===== config.mk =====
export PLATFORM = sky130hd
export DESIGN_NAME = gbnm_fifo
export DESIGN_NICKNAME = d
export VERILOG_FILES = /design/src/rtl/grid_bucket_nearest_match_macros.svh /design/src/rtl/gbnm_pkg.sv /design/src/rtl/gbnm_fifo.sv
export SDC_FILE = /design/constraint.sdc
export NUM_CORES = 1
export LEC_CHECK = 0
export BUFFER_PORTS_ARGS = -buffer_cell sky130_fd_sc_hd__buf_4
export CORE_AREA = 2 2 211 213
export DETAILED_ROUTE_END_ITERATION = 6
export DIE_AREA = 0 0 213 215
export GPL_TIMING_DRIVEN = 0
export PLACE_DENSITY_LB_ADDON = 0.08
export SYNTH_ARGS = -nofsm -noshare
export SYNTH_HDL_FRONTEND = slang
export SYNTH_SLANG_ARGS = --single-unit

===== constraint.sdc =====
create_clock -name clk_i -period 3.4 [get_ports clk_i]
set_input_delay 0.85 -clock clk_i [delete_from_list [all_inputs] [get_ports clk_i]]
set_output_delay 0.85 -clock clk_i [all_outputs]
set_load 0.05 [all_outputs]

===== src/rtl/grid_bucket_nearest_match_macros.svh =====
// Assertion macros used by the top level of the grid bucket match RTL.
`ifndef GRID_BUCKET_NEAREST_MATCH_MACROS_SVH
`define GRID_BUCKET_NEAREST_MATCH_MACROS_SVH

// Check that cons holds in the same cycle as ante.
`define GBNM_ASSERT_NOW(lbl, ante, cons, msg) \
  lbl: assert property (@(posedge clk_i) disable iff (!rst_ni) (ante) |-> (cons)) \
    else $error(msg);

// Check that cons holds in the cycle after ante.
`define GBNM_ASSERT_NEXT(lbl, ante, cons, msg) \
  lbl: assert property (@(posedge clk_i) disable iff (!rst_ni) (ante) |=> (cons)) \
    else $error(msg);

`endif


===== src/rtl/gbnm_pkg.sv =====
// Shared types, constants and helpers of the grid bucket match block.
package gbnm_pkg;

  localparam int MAX_POINTS = 4096;
  localparam int PT_AW      = $clog2(MAX_POINTS);
  localparam int MAX_ZONES  = 1024;
  localparam int ZONE_AW    = $clog2(MAX_ZONES);
  localparam int GRID_SIDE  = 32;
  localparam int COORD_W    = $clog2(GRID_SIDE);
  localparam int DIM_W      = 6;
  localparam int POS_W      = 24;
  localparam int TAG_W      = 16;
  localparam int DIST_W     = 40;
  localparam int LINK_W     = PT_AW + 1;
  localparam int PT_W       = LINK_W + 2 * POS_W + TAG_W;
  localparam int FIFO_DEPTH = 4;
  localparam int FIFO_AW    = $clog2(FIFO_DEPTH);
  localparam int CFG_IDX_W  = 3;

  typedef enum logic [1:0] {
    OP_INSERT = 2'd0,
    OP_QUERY  = 2'd1,
    OP_CLEAR  = 2'd2,
    OP_NONE   = 2'd3
  } op_e;

  typedef enum logic [1:0] {
    ST_OK    = 2'd0,
    ST_FULL  = 2'd1,
    ST_BELOW = 2'd2
  } status_e;

  localparam logic [CFG_IDX_W-1:0] CFG_ORIGIN_X   = 3'd0;
  localparam logic [CFG_IDX_W-1:0] CFG_ORIGIN_Y   = 3'd1;
  localparam logic [CFG_IDX_W-1:0] CFG_ZONE_RECIP = 3'd2;
  localparam logic [CFG_IDX_W-1:0] CFG_ZONE_COLS  = 3'd3;
  localparam logic [CFG_IDX_W-1:0] CFG_ZONE_ROWS  = 3'd4;
  localparam logic [CFG_IDX_W-1:0] CFG_SEARCH_RAD = 3'd5;
  localparam logic [CFG_IDX_W-1:0] CFG_ERR_RAD_SQ = 3'd6;

  // Classified word handed from the front end to the back end
  typedef struct packed {
    op_e                op;
    logic [POS_W-1:0]   pos_x;
    logic [POS_W-1:0]   pos_y;
    logic [TAG_W-1:0]   tag;
    logic               below;
    logic [COORD_W-1:0] lo_c;
    logic [COORD_W-1:0] hi_c;
    logic [COORD_W-1:0] lo_r;
    logic [COORD_W-1:0] hi_r;
  } cmd_t;

  // Back end status seen by the top level
  typedef struct packed {
    logic            sweeping;
    logic [PT_AW:0]  count;
  } back_stat_t;

  // Clamp a grid dimension to 1..GRID_SIDE
  function automatic logic [DIM_W-1:0] eff_dim(input logic [DIM_W-1:0] n);
    logic [DIM_W-1:0] r;
    r = n;
    if (n == '0) r = DIM_W'(1);
    else if (n > DIM_W'(GRID_SIDE)) r = DIM_W'(GRID_SIDE);
    return r;
  endfunction

endpackage


===== src/rtl/gbnm_fifo.sv =====
// Short queue of classified words between front and back end.
module gbnm_fifo (
  input  logic           clk_i,
  input  logic           rst_ni,
  input  logic           push_i,
  input  gbnm_pkg::cmd_t wdata_i,
  output logic           full_o,
  input  logic           pop_i,
  output gbnm_pkg::cmd_t rdata_o,
  output logic           empty_o
);

  gbnm_pkg::cmd_t            mem_q [gbnm_pkg::FIFO_DEPTH];
  logic [gbnm_pkg::FIFO_AW:0] wp_q, rp_q;

  // Store on push
  always_ff @(posedge clk_i) begin
    if (push_i) mem_q[wp_q[gbnm_pkg::FIFO_AW-1:0]] <= wdata_i;
  end

  // Advance pointers
  always_ff @(posedge clk_i or negedge rst_ni) begin
    if (!rst_ni) begin
      wp_q <= '0;
      rp_q <= '0;
    end else begin
      if (push_i) wp_q <= wp_q + 1'b1;
      if (pop_i)  rp_q <= rp_q + 1'b1;
    end
  end

  assign empty_o = (wp_q == rp_q);
  assign full_o  = (wp_q[gbnm_pkg::FIFO_AW] != rp_q[gbnm_pkg::FIFO_AW]) &&
                   (wp_q[gbnm_pkg::FIFO_AW-1:0] == rp_q[gbnm_pkg::FIFO_AW-1:0]);
  assign rdata_o = mem_q[rp_q[gbnm_pkg::FIFO_AW-1:0]];

endmodule


Yosys cells after proc, flatten, opt, wreduce, memory -nomap -nowiden:

Memories as Yosys holds them, arrays and structs flattened.
Index checks and enable logic that the tools add are counted.

* add/sub/neg operators: 2
* $mul: 0
* divide/modulo/power cells: 0
* $lt $le $gt $ge: 0
* equal/unequal tests: 3
* shift-type cells: 0
* multiplexer cells: 2
* bitwise operators: 0
* reduce and logical (&&, ||, !) cells: 1

Operators with widths (count)
* $add 3x1->3 const B: 2
* $eq 3x3->1: 1
* $eq 2x2->1: 1
* $mux 1: 2
* $logic_and 1x1->1: 1
* $ne 1x1->1: 1

* register bits: 6
* bits in latches: 0
* memory bits (writable): 348
* ROM bits: 0
* output and inout port bits: 89
* logic and storage cells: 11
* memories: 1

Memories
* mem_q: words 4, bits a word 87, read ports 1, clocked after Yosys merged registers in 0, write ports 1, line gbnm_fifo.sv:13 `gbnm_pkg::cmd_t mem_q [gbnm_pkg::FIFO_DEPTH];`

Logic depth before layout (Yosys ltp):

* word-level depth: 2
* gate-level depth with buffers: 4

Worst setup path after synthesis:

Ideal clock, no wire load.

* kind: input -> register
* from: in push_i
* to: mem mem_q[3][0] (netlist bit), enable pin
* data arrival time: 2.891 ns
* required time: 2.943 ns
* setup slack: 0.052 ns
* cell stages on the path: 1
* cells stage by stage: and2_1

* cells in the longest elaborated chain, start to end: 2

Ends and longest elaborated chain
* from (decl): line gbnm_fifo.sv:5 `input logic push_i,`
* $mux 1: line gbnm_fifo.sv:18 `if (push_i) mem_q[wp_q[gbnm_pkg::FIFO_AW-1:0]] <= wdata_i;`
* $mux 1 (implied by the code): line gbnm_fifo.sv:18
* to (decl): line gbnm_fifo.sv:13

No other way between the ends.

==> metrics.md <==
| Metric | Value |
|---|---|
| Status | `finished clean` |
| Worst-path cell chain | `buf_2 > buf_4 > buf_2 > mux4_2 > buf_4` |
| Largest net degree at the start of global routing | `48` |
| Drt initial violations | `210` |
| WP data arrival | `2400 ps` |
| CTS Buf Count | `40` |
| RR Endpoint | `mem_q[0][73]` |
| Via count | `5816` |
| Vias in the first global route | `6570` |
| #FFs+latches synth | `354` |
| Last element of the critical path | `rdata_o[80]` |
| DIE HEIGHT | `215 um` |
| Seq/Total Area, Yosys | `82.3%` |
| Grt ovf | `0` |
| ANT nets after route | `0` |
| CP max-delay cell | `mux4_2` |
| Vias/cell | `4.38` |
| DP HPWL | `16.9 mm` |
| Total track usage | `12.5%` |
| Starting Density | `29.5%` |
| Worst vdd rail ir drop | `537 uV` |
| Mapped cell area | `12900 sq um` |
| Cells after Synth | `485` |
| Start point of the critical path | `rp_q[1]` |
| Synthesized area per cell | `26.6 sq um` |
| Leak | `0.00550 uW` |
| Wire per inst | `21.0 um` |
| Critical path depth | `5` |
| Clk slew on worst S/H paths | `60 ps` |
| Yosys warning count | `0` |
| N_diodes | `0` |
| Normalized max-slew margin | `42.4%` |
| CP bufs+invs | `4` |
| CTS tree | `built` |
| Total power | `16600 uW` |
| Multi-input logic area | `2150 sq um` |
| DR pass1 iterations | `4` |
| Row count | `77` |
| R2R depth | `4` |
| Later-pin clock latency in the skew report | `540 ps` |
| Final setup fails | `0` |
| Core region area | `43600 sq um` |
| Ratio of cells with drive above 1 in the final layout | `46.2%` |
| Die X-Extent | `213 um` |
| Tcrit/Tclk final | `95.7%` |
| Clk sink count | `354` |
| Reg area | `10600 sq um` |
| RSZ-0062 raised after global routing | `no` |
| Req. time, crit path | `2550 ps` |
| Worst setup slack after layout | `147 ps` |
| R2R Setup Slk | `1300 ps` |
| Post-placement worst setup slack | `415 ps` |
| Power density cells | `1020 nW/um^2` |
| Initial antenna violation count | `0` |
| Total Routed Length | `27.8 mm` |
| Hold crit path type | `in2async` |
| Crit path largest cell delay | `390 ps` |
| Final #Nets | `807` |
| Worst Clk Skew | `11.7 ps` |
| Slew Limit Fails | `0` |
| DRC viols | `0` |
| Port bufs | `179` |
| Max Cap Viol | `0` |
| H-tree lvl count | `2` |
| Max Buffers Root-to-Sink | `3` |
| Critical Path End Type | `output pin` |
| Filler cells | `4003` |
| Fin crit period | `3250 ps` |
| Top Family by Delay on Critical Path | `buffers and inverters` |
| Synth unique cells | `19` |
| Main synth FF type | `edfxtp_1` |
| Critical path launch point type | `register` |
| GPL Wtd Cong | `0.684` |
| Syn nets | `581` |
| Die area | `45800 sq um` |
| Worst R2R Start | `wp_q[0]` |
| Area Growth Syn to Fin | `26.6%` |
| Ys async rst share | `1.69%` |
| Fmax | `307 MHz` |
| Post-synth EDFFs | `348` |
| First-pass GRT wire length | `41.6 mm` |
| CP Max Fanout | `10` |
| Worst Tran Pin Value | `863 ps` |
| Crit path kind | `reg2out` |
| Io pins | `180` |
| Final Hold Vio Count | `0` |
| Root Buffer Master | `clkbuf_16` |
[state kept, by name (all words and copies together) (netlist names)]
register,flops
mem_q,348
rp_q,3
wp_q,3
[layer usage]
layer / wire length (um) / vias up / track usage [%]
li1: - / 2544 / -
met1: 11500 / 3094 / 15.4
met2: 14200 / 127 / 21.0
met3: 1380 / 51 / 3.17
met4: 777 / 0 / 4.87
met5: 0 / - / 0
[how the worst min path moves through the flow]
stage,from,end,slack (ps),cells after the start
6_report,rst_ni,rp_q[0],110,1
5_1_grt,rst_ni,wp_q[0],80,1
4_1_cts,rst_ni,rp_q[0],70,1
3_5_place_dp,wp_q[2],wp_q[2],480,1
3_3_place_gp,wp_q[2],wp_q[2],480,1
2_1_floorplan,wp_q[2],wp_q[2],460,1
[cells in the final DEF, fill, tap and decap left out]
cell	count
clkinvlp_4	2
mux4_2	87
clkbuf_16	41
xnor2_1	2
clkinv_2	4
buf_2	9
bufinv_16	2
nor3_1	1
xor2_1	5
dfrtp_1	6
buf_8	1
buf_16	5
buf_6	1
and2_4	4
nand2_1	2
nor3b_1	1
clkbuf_2	1
buf_4	181
clkinv_1	9
inv_1	2
buf_12	1
clkbuf_1	14
ha_1	5
edfxtp_1	348
mux2_2	1
o21ai_0	1
[metrics by stage]
step                      utilization, %  std cells  TNS, ps  area, sq um  hold WS (ps)
after floorplan                        -        485        0        12900           462
after global placement              34.3       1256  -721750        15000           476
after detailed placement            34.6       1261        0        15100           479
after CTS                           37.4       1328        0        16300          66.6
after global routing                37.4       1328        0        16300          84.8
final                               37.4       1328        0        16300           106
[timing repair]
item | in CTS | in global routing
setup endpoints to repair | 10 | 0
gates resized for setup | 1 | 0
endpoints found under the hold margin | 0 | 0
hold buffers | 0 | 0
buffers inserted | 0 | 0
[worst reg2reg max path, cell delays in order (launching register included)]
cell,delay (ps)
dfrtp_1,440
inv_1,110
ha_1,150
and2_4,690
buf_16,340
[power by group]
part           internal, uW  leakage (uW)  switching, uW
Combinational          2280       0.00166           4450
Sequential             5710       0.00327            169
Clock                  2340      0.000574           1610
Total                 10300       0.00550           6230
[Yosys cell counts, types with 2 or more instances]
| cell type | n | share of area [%] |
|---|---|---|
| and2_1 | 4 | 0.19 |
| buf_2 | 9 | 0.35 |
| buf_4 | 2 | 0.12 |
| clkbuf_1 | 6 | 0.17 |
| dfrtp_1 | 6 | 1.2 |
| edfxtp_1 | 348 | 81 |
| ha_1 | 5 | 0.49 |
| inv_1 | 2 | 0.058 |
| mux4_2 | 87 | 15 |
| nand2_1 | 2 | 0.058 |
| xnor2_1 | 2 | 0.14 |
| xor2_1 | 5 | 0.34 |
[layout make-up]
type | instances | share of cell area, %
plain buffers | 20 | 0.798
multi-input cells | 109 | 13.2
repair buffers | 184 | 9.09
well taps | 592 | 4.54
inverters | 2 | 0.0460
clock inverters | 17 | 0.790
flip-flops and latches | 354 | 65.0
clock buffers | 50 | 6.50
[cell families after synthesis]
logic type / Yosys count / synth area share (%)
DFF: 354 / 82.3
muxes: 88 / 15.3
buffers and inverters: 22 / 1.06
and+or+nand+nor: 8 / 0.350
xor gates and xnor gates: 7 / 0.476
adders and majority gates: 5 / 0.486
AOI/OAI and AO/OA: 1 / 0.0388
Note: power is estimated with default switching activity, not from simulation.
