$ cat config.mk
export PLATFORM = sky130hd
export DESIGN_NAME = gbnm_front
export DESIGN_NICKNAME = d
export VERILOG_FILES = /design/src/rtl/grid_bucket_nearest_match_macros.svh /design/src/rtl/gbnm_pkg.sv /design/src/rtl/gbnm_front.sv
export SDC_FILE = /design/constraint.sdc
export NUM_CORES = 2
export LEC_CHECK = 0
export BUFFER_PORTS_ARGS = -buffer_cell sky130_fd_sc_hd__buf_2
export CORE_ASPECT_RATIO = 2
export CORE_MARGIN = 8
export CORE_UTILIZATION = 64
export CTS_CLUSTER_SIZE = 10
export DETAILED_ROUTE_END_ITERATION = 12
export PLACE_DENSITY_LB_ADDON = 0.08
export SYNTH_ARGS = -nofsm -noshare
export SYNTH_HDL_FRONTEND = slang
export SYNTH_SLANG_ARGS = --single-unit
export TNS_END_PERCENT = 1
$ cat constraint.sdc
create_clock -name clk_i -period 12.14 [get_ports clk_i]
set_input_delay 1.821 -clock clk_i [delete_from_list [all_inputs] [get_ports clk_i]]
set_output_delay 1.821 -clock clk_i [all_outputs]
set_load 0.02 [all_outputs]
$ cat src/rtl/grid_bucket_nearest_match_macros.svh
// Assertion macros used by the top level of the grid bucket match RTL.
`ifndef GRID_BUCKET_NEAREST_MATCH_MACROS_SVH
`define GRID_BUCKET_NEAREST_MATCH_MACROS_SVH

// Check that cons holds in the same cycle as ante.
`define GBNM_ASSERT_NOW(lbl, ante, cons, msg) \
  lbl: assert property (@(posedge clk_i) disable iff (!rst_ni) (ante) |-> (cons)) \
    else $error(msg);

// Check that cons holds in the cycle after ante.
`define GBNM_ASSERT_NEXT(lbl, ante, cons, msg) \
  lbl: assert property (@(posedge clk_i) disable iff (!rst_ni) (ante) |=> (cons)) \
    else $error(msg);

`endif

$ cat src/rtl/gbnm_pkg.sv
// Shared types, constants and helpers of the grid bucket match block.
package gbnm_pkg;

  localparam int MAX_POINTS = 4096;
  localparam int PT_AW      = $clog2(MAX_POINTS);
  localparam int MAX_ZONES  = 1024;
  localparam int ZONE_AW    = $clog2(MAX_ZONES);
  localparam int GRID_SIDE  = 32;
  localparam int COORD_W    = $clog2(GRID_SIDE);
  localparam int DIM_W      = 6;
  localparam int POS_W      = 24;
  localparam int TAG_W      = 16;
  localparam int DIST_W     = 40;
  localparam int LINK_W     = PT_AW + 1;
  localparam int PT_W       = LINK_W + 2 * POS_W + TAG_W;
  localparam int FIFO_DEPTH = 4;
  localparam int FIFO_AW    = $clog2(FIFO_DEPTH);
  localparam int CFG_IDX_W  = 3;

  typedef enum logic [1:0] {
    OP_INSERT = 2'd0,
    OP_QUERY  = 2'd1,
    OP_CLEAR  = 2'd2,
    OP_NONE   = 2'd3
  } op_e;

  typedef enum logic [1:0] {
    ST_OK    = 2'd0,
    ST_FULL  = 2'd1,
    ST_BELOW = 2'd2
  } status_e;

  localparam logic [CFG_IDX_W-1:0] CFG_ORIGIN_X   = 3'd0;
  localparam logic [CFG_IDX_W-1:0] CFG_ORIGIN_Y   = 3'd1;
  localparam logic [CFG_IDX_W-1:0] CFG_ZONE_RECIP = 3'd2;
  localparam logic [CFG_IDX_W-1:0] CFG_ZONE_COLS  = 3'd3;
  localparam logic [CFG_IDX_W-1:0] CFG_ZONE_ROWS  = 3'd4;
  localparam logic [CFG_IDX_W-1:0] CFG_SEARCH_RAD = 3'd5;
  localparam logic [CFG_IDX_W-1:0] CFG_ERR_RAD_SQ = 3'd6;

  // Classified word handed from the front end to the back end
  typedef struct packed {
    op_e                op;
    logic [POS_W-1:0]   pos_x;
    logic [POS_W-1:0]   pos_y;
    logic [TAG_W-1:0]   tag;
    logic               below;
    logic [COORD_W-1:0] lo_c;
    logic [COORD_W-1:0] hi_c;
    logic [COORD_W-1:0] lo_r;
    logic [COORD_W-1:0] hi_r;
  } cmd_t;

  // Back end status seen by the top level
  typedef struct packed {
    logic            sweeping;
    logic [PT_AW:0]  count;
  } back_stat_t;

  // Clamp a grid dimension to 1..GRID_SIDE
  function automatic logic [DIM_W-1:0] eff_dim(input logic [DIM_W-1:0] n);
    logic [DIM_W-1:0] r;
    r = n;
    if (n == '0) r = DIM_W'(1);
    else if (n > DIM_W'(GRID_SIDE)) r = DIM_W'(GRID_SIDE);
    return r;
  endfunction

endpackage

$ cat src/rtl/gbnm_front.sv
// Front end: accept a word, compute its zone window with one shared multiplier.
module gbnm_front (
  input  logic                                clk_i,
  input  logic                                rst_ni,
  input  logic                                push_i,
  output logic                                full_o,
  input  logic [1:0]                          operation_i,
  input  logic [gbnm_pkg::POS_W-1:0]          pos_x_i,
  input  logic [gbnm_pkg::POS_W-1:0]          pos_y_i,
  input  logic [gbnm_pkg::TAG_W-1:0]          point_tag_i,
  input  logic [gbnm_pkg::POS_W-1:0]          origin_x_i,
  input  logic [gbnm_pkg::POS_W-1:0]          origin_y_i,
  input  logic [gbnm_pkg::POS_W-1:0]          zone_recip_i,
  input  logic [gbnm_pkg::DIM_W-1:0]          cols_i,
  input  logic [gbnm_pkg::DIM_W-1:0]          rows_i,
  input  logic [gbnm_pkg::POS_W-1:0]          search_radius_i,
  output gbnm_pkg::cmd_t                      cmd_o,
  output logic                                cmd_push_o,
  input  logic                                cmd_full_i
);

  typedef enum logic [1:0] {F_IDLE, F_MUL, F_PUSH} fstate_e;

  localparam int VW = gbnm_pkg::POS_W + 3;
  localparam int PW = 2 * gbnm_pkg::POS_W + 1;

  fstate_e             state_q;
  logic [2:0]          cnt_q;
  gbnm_pkg::cmd_t      item_q;
  logic [PW-1:0]       prod_q;
  logic                neg_q;

  logic signed [VW-1:0] dxo, dyo, rr, v;
  logic [PW-1:0]        prod_d;
  logic [PW-1:0]        quot;
  logic [gbnm_pkg::DIM_W-1:0]   n;
  logic [gbnm_pkg::COORD_W-1:0] coord;

  // Offsets from the origin, widened by the window half-width on queries
  always_comb begin
    dxo = $signed({3'b000, item_q.pos_x}) - $signed({3'b000, origin_x_i});
    dyo = $signed({3'b000, item_q.pos_y}) - $signed({3'b000, origin_y_i});
    rr  = (item_q.op == gbnm_pkg::OP_QUERY) ? $signed({3'b000, search_radius_i}) : '0;
    case (cnt_q[1:0])
      2'd0:    v = dxo - rr;
      2'd1:    v = dxo + rr;
      2'd2:    v = dyo - rr;
      default: v = dyo + rr;
    endcase
    prod_d = PW'(v[gbnm_pkg::POS_W:0]) * PW'(zone_recip_i);
  end

  // Clamp the previous product to the grid
  always_comb begin
    n     = (cnt_q < 3'd3) ? cols_i : rows_i;
    quot  = prod_q >> gbnm_pkg::POS_W;
    if (neg_q) coord = '0;
    else if (quot >= PW'(n)) coord = gbnm_pkg::COORD_W'(n - 1'b1);
    else coord = quot[gbnm_pkg::COORD_W-1:0];
  end

  // Sequence: accept, four products, push
  always_ff @(posedge clk_i or negedge rst_ni) begin
    if (!rst_ni) begin
      state_q <= F_IDLE;
      cnt_q   <= '0;
      neg_q   <= 1'b0;
    end else begin
      case (state_q)
        F_IDLE: begin
          if (push_i) begin
            item_q.op    <= gbnm_pkg::op_e'(operation_i);
            item_q.pos_x <= pos_x_i;
            item_q.pos_y <= pos_y_i;
            item_q.tag   <= point_tag_i;
            item_q.below <= (pos_x_i < origin_x_i) || (pos_y_i < origin_y_i);
            cnt_q        <= '0;
            state_q      <= F_MUL;
          end
        end
        F_MUL: begin
          case (cnt_q)
            3'd1:    item_q.lo_c <= coord;
            3'd2:    item_q.hi_c <= coord;
            3'd3:    item_q.lo_r <= coord;
            3'd4:    item_q.hi_r <= coord;
            default: ;
          endcase
          prod_q <= prod_d;
          neg_q  <= v[VW-1];
          cnt_q  <= cnt_q + 3'd1;
          if (cnt_q == 3'd4) state_q <= F_PUSH;
        end
        F_PUSH: begin
          if (!cmd_full_i) state_q <= F_IDLE;
        end
        default: state_q <= F_IDLE;
      endcase
    end
  end

  assign full_o     = (state_q != F_IDLE);
  assign cmd_push_o = (state_q == F_PUSH) && !cmd_full_i;
  assign cmd_o      = item_q;

endmodule

### Word level (Yosys, flattened, before mapping)

Cells that the tools add are included.

| word-level totals | value |
|---|---|
| bits of input ports | 178 |
| bits in registers | 142 |
| logic and storage cells | 64 |
| output and inout bits | 89 |

| operators by class | value |
|---|---|
| add/subtract/negate cells | 8 |
| mux-type cells | 11 |
| equal/unequal tests | 12 |
| order comparisons | 4 |
| $mul | 1 |
| reduce and logical (&&, ||, !) cells | 15 |

Operators with widths:

| operator | count |
|---|---|
| one-hot mux 27 bit (3 select lines) | 1 |
| adder 25 x 25 -> 26 bit | 2 |
| subtractor 25 x 25 -> 26 bit | 2 |
| subtractor 24 x 24 -> 25 bit | 2 |
| multiplier 25 x 24 -> 49 bit | 1 |
| less-than comparator 24 bit | 2 |
| greater-or-equal comparator 25 x 6 -> 1 bit | 1 |
| two-way mux 24 bit | 1 |
| AND reduction 3 bit | 6 |
| two-way mux 5 bit | 2 |
| == test 2 x 1 -> 1 bit, second input constant | 3 |
| == test 3 x 2 -> 1 bit, second input constant | 2 |
| two-way mux 2 bit | 3 |
| two-way mux 6 bit | 1 |
| != test 2 bit, second input constant | 3 |
| one-hot mux 2 bit (3 select lines) | 1 |
| one-hot mux 3 bit (2 select lines) | 1 |
| subtractor 5 x 1 -> 5 bit, second input constant | 1 |
| == test 2 bit, second input constant | 2 |
| logical NOT 2 bit | 2 |
| AND reduction 2 bit | 2 |
| nonzero test 2 bit | 2 |
| adder 3 x 1 -> 3 bit, second input constant | 1 |
| == test 3 x 1 -> 1 bit, second input constant | 1 |
| other kinds (6) | 6 |

### Logic depth before layout (Yosys ltp)

| depth | value |
|---|---|
| word-level depth | 5 |
| depth in mapped cells | 49 |
| gate-level depth less buffers | 44 |

### Least setup slack after synthesis

OpenSTA, ideal clock, no wires.

| path | value |
|---|---|
| path kind | in2reg |
| start | input port origin_y_i[1] (netlist bit) |
| end | register prod_q[38], data pin |
| path buffers | 2 |
| stages on the path | 45 |
| data arrival time | 11462 ps |
| slack | 415 ps |
| data required time | 11877 ps |
| library setup time | 263 ps |
| cells stage by stage | inv_1 ha_1 nor2b_1 o21ai_0 a21boi_0 o211ai_1 and2_1 o311ai_0 a31o_2 a21oi_1 xnor2_1 ha_1 inv_1 o21bai_1 a21o_1 o2bb2ai_1 or3_1 a21oi_1 [9 not listed] fa_1 inv_1 fa_1 fa_1 inv_1 fa_1 inv_1 ha_1 clkbuf_1 nand2_1 nor3_1 nand2_1 or3_1 o221a_2 a21oi_1 o21ai_0 o21a_1 xnor2_1 |

| on the way | value |
|---|---|
| word-level cells in the longest chain between the ends | 4 |
| elaborated cells on any way between the ends | 5 |
| those cells by class | add/sub: 3; mul: 1; mux: 1 |

RTL lines:

| element | line | text |
|---|---|---|
| from (decl) | gbnm_front.sv:12 | `input logic [gbnm_pkg::POS_W-1:0] origin_y_i,` |
| subtractor 24 x 24 -> 25 bit (*) | gbnm_front.sv:42 | `dyo = $signed({3'b000, item_q.pos_y}) - $signed({3'b000, origin_y_i});` |
| adder 25 x 25 -> 26 bit / subtractor 25 x 25 -> 26 bit (equally long branches) | gbnm_front.sv:48, gbnm_front.sv:47 |  |
| one-hot mux 27 bit (3 select lines) (*) | gbnm_front.sv:44 | `case (cnt_q[1:0])` |
| multiplier 25 x 24 -> 49 bit (*) | gbnm_front.sv:50 | `prod_d = PW'(v[gbnm_pkg::POS_W:0]) * PW'(zone_recip_i);` |
| via prod_d[38] | gbnm_front.sv:34 | `logic [PW-1:0] prod_d;` |
| to (signal assigned) | gbnm_front.sv:89 | `prod_q <= prod_d;` |
| to (decl) | gbnm_front.sv:30 | `logic [PW-1:0] prod_q;` |

The timed path passes the listed nets; every way through them passes the cells marked *.
A chain may end at the register's enable or synchronous reset.

### Final worst setup path

| path | value |
|---|---|
| start | input port origin_y_i[1] (netlist bit) |
| end | register prod_q[47], data pin |

Same word-level chain as after synthesis.

==> flow_summary_export.csv <==
group,metric,value,unit
outcome,outcome,"completed",
route,routedWlPerCell,25.4,µm
worst_setup_path,end_kind,"register",
route,firstDrtPassIters,6,
route,met2WireLength,60.0,mm
cts,cts_max_level,4,
sta,fin_crit_sh,0.984,
cts,cts_made_buffers,17,
synth,synthArstFlopShare,0.0508,
sta,worst_hold_slack,0.605,ns
cts,clock_path_buffers,2,
synth,syn_nets,4560,
synth,yosys_warnings,0,
synth,synth_edf_count,112,
route,vias_per_cell,6.19,
worst_setup_path,cp.required,12.34,ns
synth,synth_top_area_share,0.326,
grt,antenna_found_initial,6,
floorplan,die_h,328,µm
layout,final_layout_size_suffix_gt1_frac,0.183,
floorplan,rows,114,
floorplan,dieWidth,172,µm
worst_setup_path,cp_max_fo,6,
sta,slew_headroom,0.179,
worst_setup_path,startpoint_type,"input pin",
layout,most-common-layout-cells,"inv_1, fa_1, nand2_1",
synth,synthCells,3548,
grt,grt_pass1_vias,31123,
layout,nets,4968,
floorplan,top_level_ports,267,
grt,gr-usage-all-layers,0.419,
place,io_buffers,266,
sta,max_slew.worst_pin.slew,1.23,ns
cts,cts_tree,"done",
route,wl_met1,31.9,mm
cts,root_buffer,"clkbuf_16",
route,first_iter_violations,2243,
route,num_vias,28526,
sta,finalSetupViolCount,0,
worst_setup_path,worst-setup-path-type,"in2reg",
route,topRoutingLayerUsed,"met5",
sta,fmax,0.0837,GHz
layout,fillerInstances,3539,
sta,skew,0.00859,ns
place,globalplace.congestion,1.04,
place,hpwl,92.7,mm
route,drtAntennaViolNets,0,
route,wl,117,mm
layout,syn_to_final_growth,16.3,%
cts,clk_pin_slew,0.06,ns
job,maxCapViolCount,0,
synth,ys.flop_type,"edfxtp_1",
floorplan,core,48200,µm²
synth,synth_area,31100,µm²
route,drc_errors,0,
layout,final_common_cell,"inv_1",
synth,synth_area_leader_cell,"fa_1",
synth,syn_avg_cell_area,8.77,µm²
synth,ys_seq_area_frac,0.113,
synth,synth_area_leaders,"fa_1, ha_1, edfxtp_1",
grt,gr-total-overflow,0,
sta,drv_slew,0,
cts,cts.sinks,118,
min_path,hold_class,"reg2reg",
cts,clk_latency,0.45,ns
route,wl_met3,9.64,mm
worst_setup_path,cp_slowest_cell,"fa_2",
floorplan,die-area,56400,µm²
synth,synth_seq_cells,118,
worst_setup_path,arrival,12.14,ns
synth,synth.distinct_cells,77,
sta,hold_violations,0,
sta,period_needed,11.94,ns
grt,grt_pass1_wl,173,mm
grt,grt_max_degree,73,
worst_setup_path,max_stage_delay,0.60,ns
floorplan,initial_core_util,0.646,
Yosys cell counts (all sizes together) (14+ instances only):
library cell and number:
inv 647, xnor2 77, edfxtp 112, or3 21, nor2b 31, o21bai 16, nand2 419, a211oi 19
nor4b 24, o21ai 85, nand4b 24, nor3 24, nand4 56, ha 327, fa 507, a21o 76
nand2b 32, nand3 55, and2 242, o21a 24, o211ai 14, buf 16, xor2 57, a21oi 133
and3 19, nor2 151, nor4 26, clkbuf 168
registers in the layout, summed over array words and instances (netlist names):
signal	cells
prod_q	25
state_q	2
cmd_o	87
neg_q	1
cnt_q	3
final cells by class:
type / instances / area, µm² / area share
Multi-Input combinational cell: 2599 / 25000 / 0.691
Timing Repair Buffer: 573 / 3850 / 0.106
Sequential cell: 118 / 3510 / 0.0971
Inverter: 647 / 2440 / 0.0674
Tap cell: 638 / 798 / 0.0221
Clock buffer: 17 / 425 / 0.0118
Clock inverter: 15 / 166 / 0.00460
Antenna cell: 2 / 5.00 / 0.000138
cell families after synthesis:
group / synth area share
DFF: 0.113
adders and majority gates: 0.458
AOI/OAI and AO/OA: 0.0982
and+or+nand+nor: 0.188
muxes: 0.00539
xor gates and xnor gates: 0.0377
buffers and inverters: 0.101
path summary, 6_finish.rpt:
| check | endpoint | from | cells after the start | slack [ns] |
|---|---|---|---|---|
| worst max-delay path | prod_q[47]$_DFFE_PP_ | origin_y_i[1] | 45 | 0.20 |
| worst min-delay path | cnt_q[1]$_DFFE_PN0P_ | cnt_q[1]$_DFFE_PN0P_ | 1 | 0.61 |
| worst max register to register | prod_q[47]$_DFFE_PP_ | cmd_o[86]$_DFFE_PP_ | 42 | 1.16 |
| worst min register to register | cnt_q[1]$_DFFE_PN0P_ | cnt_q[1]$_DFFE_PN0P_ | 1 | 0.61 |
| max in group asynchronous | neg_q$_DFFE_PN0P_ | rst_ni | 1 | 10.78 |
| min in group asynchronous | cnt_q[2]$_DFFE_PN0P_ | rst_ni | 1 | 1.19 |
routing by layer:
layer / track usage / up-vias
met2: 0.736 / 1693
met1: 0.363 / 13882
met5: 0 / -
li1: - / 12178
met4: 0.448 / 8
met3: 0.101 / 765
metrics by stage:
step	area, µm²	setup TNS (ns)	cells	setup WS [ns]	util
2_1_floorplan	31100	0	3548	0.415	-
3_3_place_gp	34900	-5.52	4558	-0.491	0.724
3_5_place_dp	34900	-9.69	4558	-0.644	0.724
4_1_cts	35600	0	4590	0.0146	0.737
5_1_grt	36200	-0.472	4607	-0.0955	0.750
6_report	36200	0	4609	0.199	0.751
critical path, delay by kind of cell:
family	cells	cell delay (ns)
AOI/OAI and AO/OA	18	3.53
buffers and inverters	9	1.10
adders and majority gates	10	4.49
xor gates and xnor gates	2	0.39
and+or+nand+nor	5	0.63
muxes	1	0.17
what timing repair did:
action	4_1_cts	5_1_grt
hold buffers	0	0
gates resized for setup	7	107
cloned	0	2
setup buffers	0	16
endpoints found under the setup margin	13	24
pin swaps	1	74
Power is left out: the tool's default activity adds up to more than one toggle a clock period on the data nets, which glitch-free logic cannot reach.
